[src/rtl/whbs_pkg.sv]
// Shared types and constants of the wrapped height-map bilinear sampler.
package whbs_pkg;

  localparam int unsigned HEIGHT_W = 16;
  localparam int unsigned POS_W    = 16;

  typedef enum logic [1:0] {
    MODE_WR_GROUND = 2'd0,
    MODE_WR_OBJECT = 2'd1,
    MODE_RD_GROUND = 2'd2,
    MODE_RD_OBJECT = 2'd3
  } mode_t;

  // bit 0 selects the x+1 column, bit 1 the z+1 row
  typedef enum logic [1:0] {
    CORNER_00 = 2'd0,
    CORNER_10 = 2'd1,
    CORNER_01 = 2'd2,
    CORNER_11 = 2'd3
  } corner_t;

  typedef struct packed {
    logic    load;
    logic    step;
    logic    wr;
    logic    rd;
    corner_t rd_corner;
    logic    cap;
    corner_t cap_corner;
    logic    blend_x;
    logic    blend_z;
  } cmd_t;

  typedef struct packed {
    logic query;
    logic out_busy;
  } sts_t;

endpackage

[src/rtl/whbs_ctrl.sv]
// Controller state machine sequencing reduction, map access and blending.
module whbs_ctrl
  import whbs_pkg::*;
(
  input  logic clk,
  input  logic rst_n,
  input  logic in_valid,
  output logic in_ready,
  input  sts_t sts,
  output cmd_t cmd
);

  typedef enum logic [3:0] {
    S_IDLE,
    S_REDUCE,
    S_WRITE,
    S_RD00,
    S_RD10,
    S_RD01,
    S_RD11,
    S_CAP11,
    S_BLX,
    S_BLZ
  } state_t;

  state_t state_r, state_nxt;

  always_comb begin
    state_nxt = state_r;
    cmd       = '0;
    case (state_r)
      S_IDLE: begin
        if (in_valid) begin
          cmd.load  = 1'b1;
          state_nxt = S_REDUCE;
        end
      end
      S_REDUCE: begin
        cmd.step  = 1'b1;
        state_nxt = sts.query ? S_RD00 : S_WRITE;
      end
      S_WRITE: begin
        cmd.wr    = 1'b1;
        state_nxt = S_IDLE;
      end
      S_RD00: begin
        cmd.rd        = 1'b1;
        cmd.rd_corner = CORNER_00;
        state_nxt     = S_RD10;
      end
      S_RD10: begin
        cmd.rd         = 1'b1;
        cmd.rd_corner  = CORNER_10;
        cmd.cap        = 1'b1;
        cmd.cap_corner = CORNER_00;
        state_nxt      = S_RD01;
      end
      S_RD01: begin
        cmd.rd         = 1'b1;
        cmd.rd_corner  = CORNER_01;
        cmd.cap        = 1'b1;
        cmd.cap_corner = CORNER_10;
        state_nxt      = S_RD11;
      end
      S_RD11: begin
        cmd.rd         = 1'b1;
        cmd.rd_corner  = CORNER_11;
        cmd.cap        = 1'b1;
        cmd.cap_corner = CORNER_01;
        state_nxt      = S_CAP11;
      end
      S_CAP11: begin
        cmd.cap        = 1'b1;
        cmd.cap_corner = CORNER_11;
        state_nxt      = S_BLX;
      end
      S_BLX: begin
        cmd.blend_x = 1'b1;
        state_nxt   = S_BLZ;
      end
      S_BLZ: begin
        if (!sts.out_busy) begin
          cmd.blend_z = 1'b1;
          state_nxt   = S_IDLE;
        end
      end
      default: begin
        state_nxt = S_IDLE;
      end
    endcase
  end

  always_ff @(posedge clk) begin
    if (!rst_n) begin
      state_r <= S_IDLE;
    end else begin
      state_r <= state_nxt;
    end
  end

  assign in_ready = (state_r == S_IDLE);

endmodule

[config.mk]
export PLATFORM = sky130hd
export DESIGN_NAME = whbs_ctrl
export DESIGN_NICKNAME = d
export VERILOG_FILES = /design/src/rtl/whbs_pkg.sv /design/src/rtl/whbs_ctrl.sv
export SDC_FILE = /design/constraint.sdc
export NUM_CORES = 1
export LEC_CHECK = 0
export BUFFER_PORTS_ARGS = -buffer_cell sky130_fd_sc_hd__buf_2
export CORE_AREA = 10 10 47 49
export DETAILED_ROUTE_END_ITERATION = 8
export DIE_AREA = 0 0 57 59
export PLACE_DENSITY_LB_ADDON = 0.3
export SLEW_MARGIN = 10
export SYNTH_ARGS = -nofsm -noshare
export SYNTH_HDL_FRONTEND = slang
export SYNTH_SLANG_ARGS = --single-unit
export TNS_END_PERCENT = 5
[constraint.sdc]
create_clock -name clk -period 1.4 [get_ports clk]
set_input_delay 0.28 -clock clk [delete_from_list [all_inputs] [get_ports clk]]
set_output_delay 0.28 -clock clk [all_outputs]
set_load 0.005 [all_outputs]
==> summary.md <==
| Metric | Value |
|---|---|
| Net switching power | `0.158 mW` |
| Worst VDD drop | `599 uV` |
| Setup TNS Final | `-0.951 ns` |
| Core Region | `~0.0014 mm2` |
| Starting Density | `23.0%` |
| Worst EP required | `between 1 and 1.5 ns` |
| Pre-antenna DRT Iters | `4` |
| Area grow syn2layout | `54.3%` |
| Post-synthesis sequential area ratio | `between 20% and 30%` |
| 1st-iter DRT viols | `3` |
| Pins Over Slew Limit | `0` |
| Initial antenna violation count | `0` |
| Mapped cell area | `between 300 and 400 um2` |
| Rows | `14` |
| PwrDens | `~1000 mW/mm2` |
| Failing checks | `setup timing` |
| PortBufs | `16` |
| First-pass GRT wire length | `1460 um` |
| Final setup violation count | `9` |
| Switching part of the total | `about 31%` |
| Max-Cap Viols | `0` |
| Number of diodes | `0` |
| Setup crit start kind | `register` |
| Die Y | `59 um` |
| Critical path fanouts, max | `2` |
| Clk_lat worst skew | `approximately 0.23 ns` |
| Die area | `0.00336 mm2` |
| CTS sink cnt | `4` |
| Vias per std cell | `4.59` |
| Layout cell share with drive strength beyond 1 | `between 50% and 60%` |
| Remaining Overflow, GRT | `0` |
| Largest register FFs | `4` |
| Seq pwr share | `27.2%` |
| Worst hold path class | `in2reg` |
| Leakage | `~0.25 nW` |
| Register area | `a little over 80 um2` |
| DRC | `0` |
| Period utilization | `116%` |
| Synth cell types | `25` |
| Post-route ant nets | `0` |
| Fin util | `35.5%` |
| Clock tree buffer depth | `2` |
| DR vias | `~380` |
| Final Hold Fails | `0` |
| Io pins | `17` |
| Area of the multi-input gates | `~220 um2` |
| Share of total power in combinational logic | `46.4%` |
| Clock power frac | `26.4%` |
| Die W | `57 um` |
| Clock skew | `between 0.004 and 0.005 ns` |
| Num CTS Buffers | `3` |
| CP Capture Type | `output port` |
| Fin nets | `73` |
| Reg clk slew, reported paths | `roughly 0.030 ns` |
| Slew @ Worst Pin | `0.210 ns` |
| Fill count | `160` |
| Internal power | `0.351 mW` |
| CTS tree | `done` |
| Worst Path Arrival | `1.35 ns` |
| Routability cong. | `0.694` |
| Synthesized net count | `50` |
| Fin crit period | `1.63 ns` |
| Post-DP HPWL | `around 700 um` |
| Top Registers | `state_r x4` |
| Hold buffers post-CTS | `0` |
| Root Driver | `clkbuf_4` |
| Average wire per cell in the routed design | `10.6 um` |
| Pin count of the biggest net entering global routing | `15` |
| Status | `finished with violations` |
| Post-synthesis cell count | `45` |
| Ys Warns | `0` |
| Unrepaired setup endpoints after global routing | `true` |
| WL final | `a little under 900 um` |
| Number of global-route vias before repair | `around 350` |
| Biggest register | `state_r` |
| Total GRT Usage | `5.10%` |
| Syn Area/Cell | `between 7 and 8 um2` |
| Max_slew headroom | `85.9%` |
| Max Fclk | `613 MHz` |
| Synth Register Bits | `4` |
| Setup ws final | `-0.230 ns` |
| Critical path class | `reg2out` |
| H-tree Lvls | `1` |
==> final cells by class <==
type                            instances  share of cell area [%]
Inverter                                2                    1.51
Timing Repair Buffer                   22                    28.6
Tap cell                               16                    4.02
Sequential cell                         4                    16.3
Clock buffer                            3                    4.52
Multi-Input combinational cell         35                    45.0
==> critical path, stage by stage (launching register included) <==
cell     delay [ns]
dfxtp_2        0.31
or4_4          0.54
inv_2          0.07
and2_4         0.13
buf_6          0.08
==> path summary, 6_finish.rpt <==
path | start | endpoint | slack [ns] | depth (start not counted)
hold reg to reg | state_r[3] | state_r[2] | 0.58 | 2
setup reg to reg | state_r[2] | state_r[3] | 0.11 | 4
hold / removal | rst_n | state_r[2] | 0.32 | 3
setup / recovery | state_r[2] | cmd[10] | -0.23 | 4
==> cells by family after synthesis <==
group	share of synthesized area, %
AND/OR/NAND/NOR	48.8
AO/OA/AOI/OAI	13.2
buffers and inverters	10.5
flip-flops	24.8
XOR/XNOR	2.71
==> synthesized netlist by cell type <==
| cell type | number | area share (%) |
|---|---|---|
| nand3_1 | 1 | 1.5 |
| nor3_1 | 2 | 3.1 |
| nand2b_2 | 1 | 2.7 |
| a21oi_1 | 3 | 4.6 |
| clkbuf_1 | 2 | 2.3 |
| nand2b_1 | 2 | 3.9 |
| nand4b_1 | 1 | 2.7 |
| or2b_1 | 2 | 4.6 |
| nand2_1 | 4 | 4.6 |
| and2_1 | 2 | 3.9 |
| nor2_1 | 6 | 7.0 |
| xor2_1 | 1 | 2.7 |
| inv_2 | 1 | 1.2 |
| inv_1 | 1 | 1.2 |
| and2_2 | 1 | 2.3 |
| nor4b_1 | 1 | 2.7 |
| o21ai_2 | 1 | 2.7 |
| dfxtp_1 | 4 | 25 |
| o22ai_1 | 1 | 1.9 |
| nand3b_1 | 1 | 2.3 |
| buf_6 | 1 | 3.5 |
| a31oi_1 | 2 | 3.9 |
| or4_4 | 1 | 3.5 |
| buf_4 | 1 | 2.3 |
| nor2b_1 | 2 | 3.9 |
==> through the flow <==
stage                     instance area, um2  total power [mW]  cells  setup WS, ns  hold WS (ns)
after floorplan                          329             0.272     45      -0.00330         0.407
after CTS                                474             0.497     81        -0.248         0.311
after detailed placement                 437             0.344     78      -0.00714         0.557
final                                    498             0.509     82        -0.230         0.317
after global routing                     498             0.551     82        -0.279         0.328
after global placement                   437             0.342     78       0.00838         0.559
==> metal layers <==
layer	part of all wire (%)	global-route usage, %	vias to the layer above
met5	0	0	-
met3	11	3.43	0
met1	52	7.13	160
met4	0	1.01	0
li1	-	-	198
met2	37	6.05	18
==> power by group through the flow <==
stage | clock [mW] | combinational (mW) | sequential [mW]
6_report | 0.134 | 0.237 | 0.139
2_1_floorplan | 0 | 0.132 | 0.139
4_1_cts | 0.142 | 0.218 | 0.137
3_3_place_gp | 0 | 0.204 | 0.137
3_5_place_dp | 0 | 0.207 | 0.138
5_1_grt | 0.148 | 0.265 | 0.139
==> cells in the final DEF, fill, tap and decap left out, drive strengths merged <==
cell and count:
o22ai 1, nor2b 2, inv 2, nor2 6, nand2 4, buf 22, nand3b 1, nand4b 1
a21oi 3, and2 3, nor3 2, clkbuf 3, nand2b 3, or4 1, nor4b 1, xor2 1
a31oi 2, or2b 2, dfxtp 4, o21ai 1, nand3 1
==> timing repair <==
item | CTS | global route
setup buffers | 0 | 1
gates resized for setup | 4 | 5
pin swaps | 2 | 1
setup endpoints to repair | 11 | 12
Power figures use the tool's default switching activity.
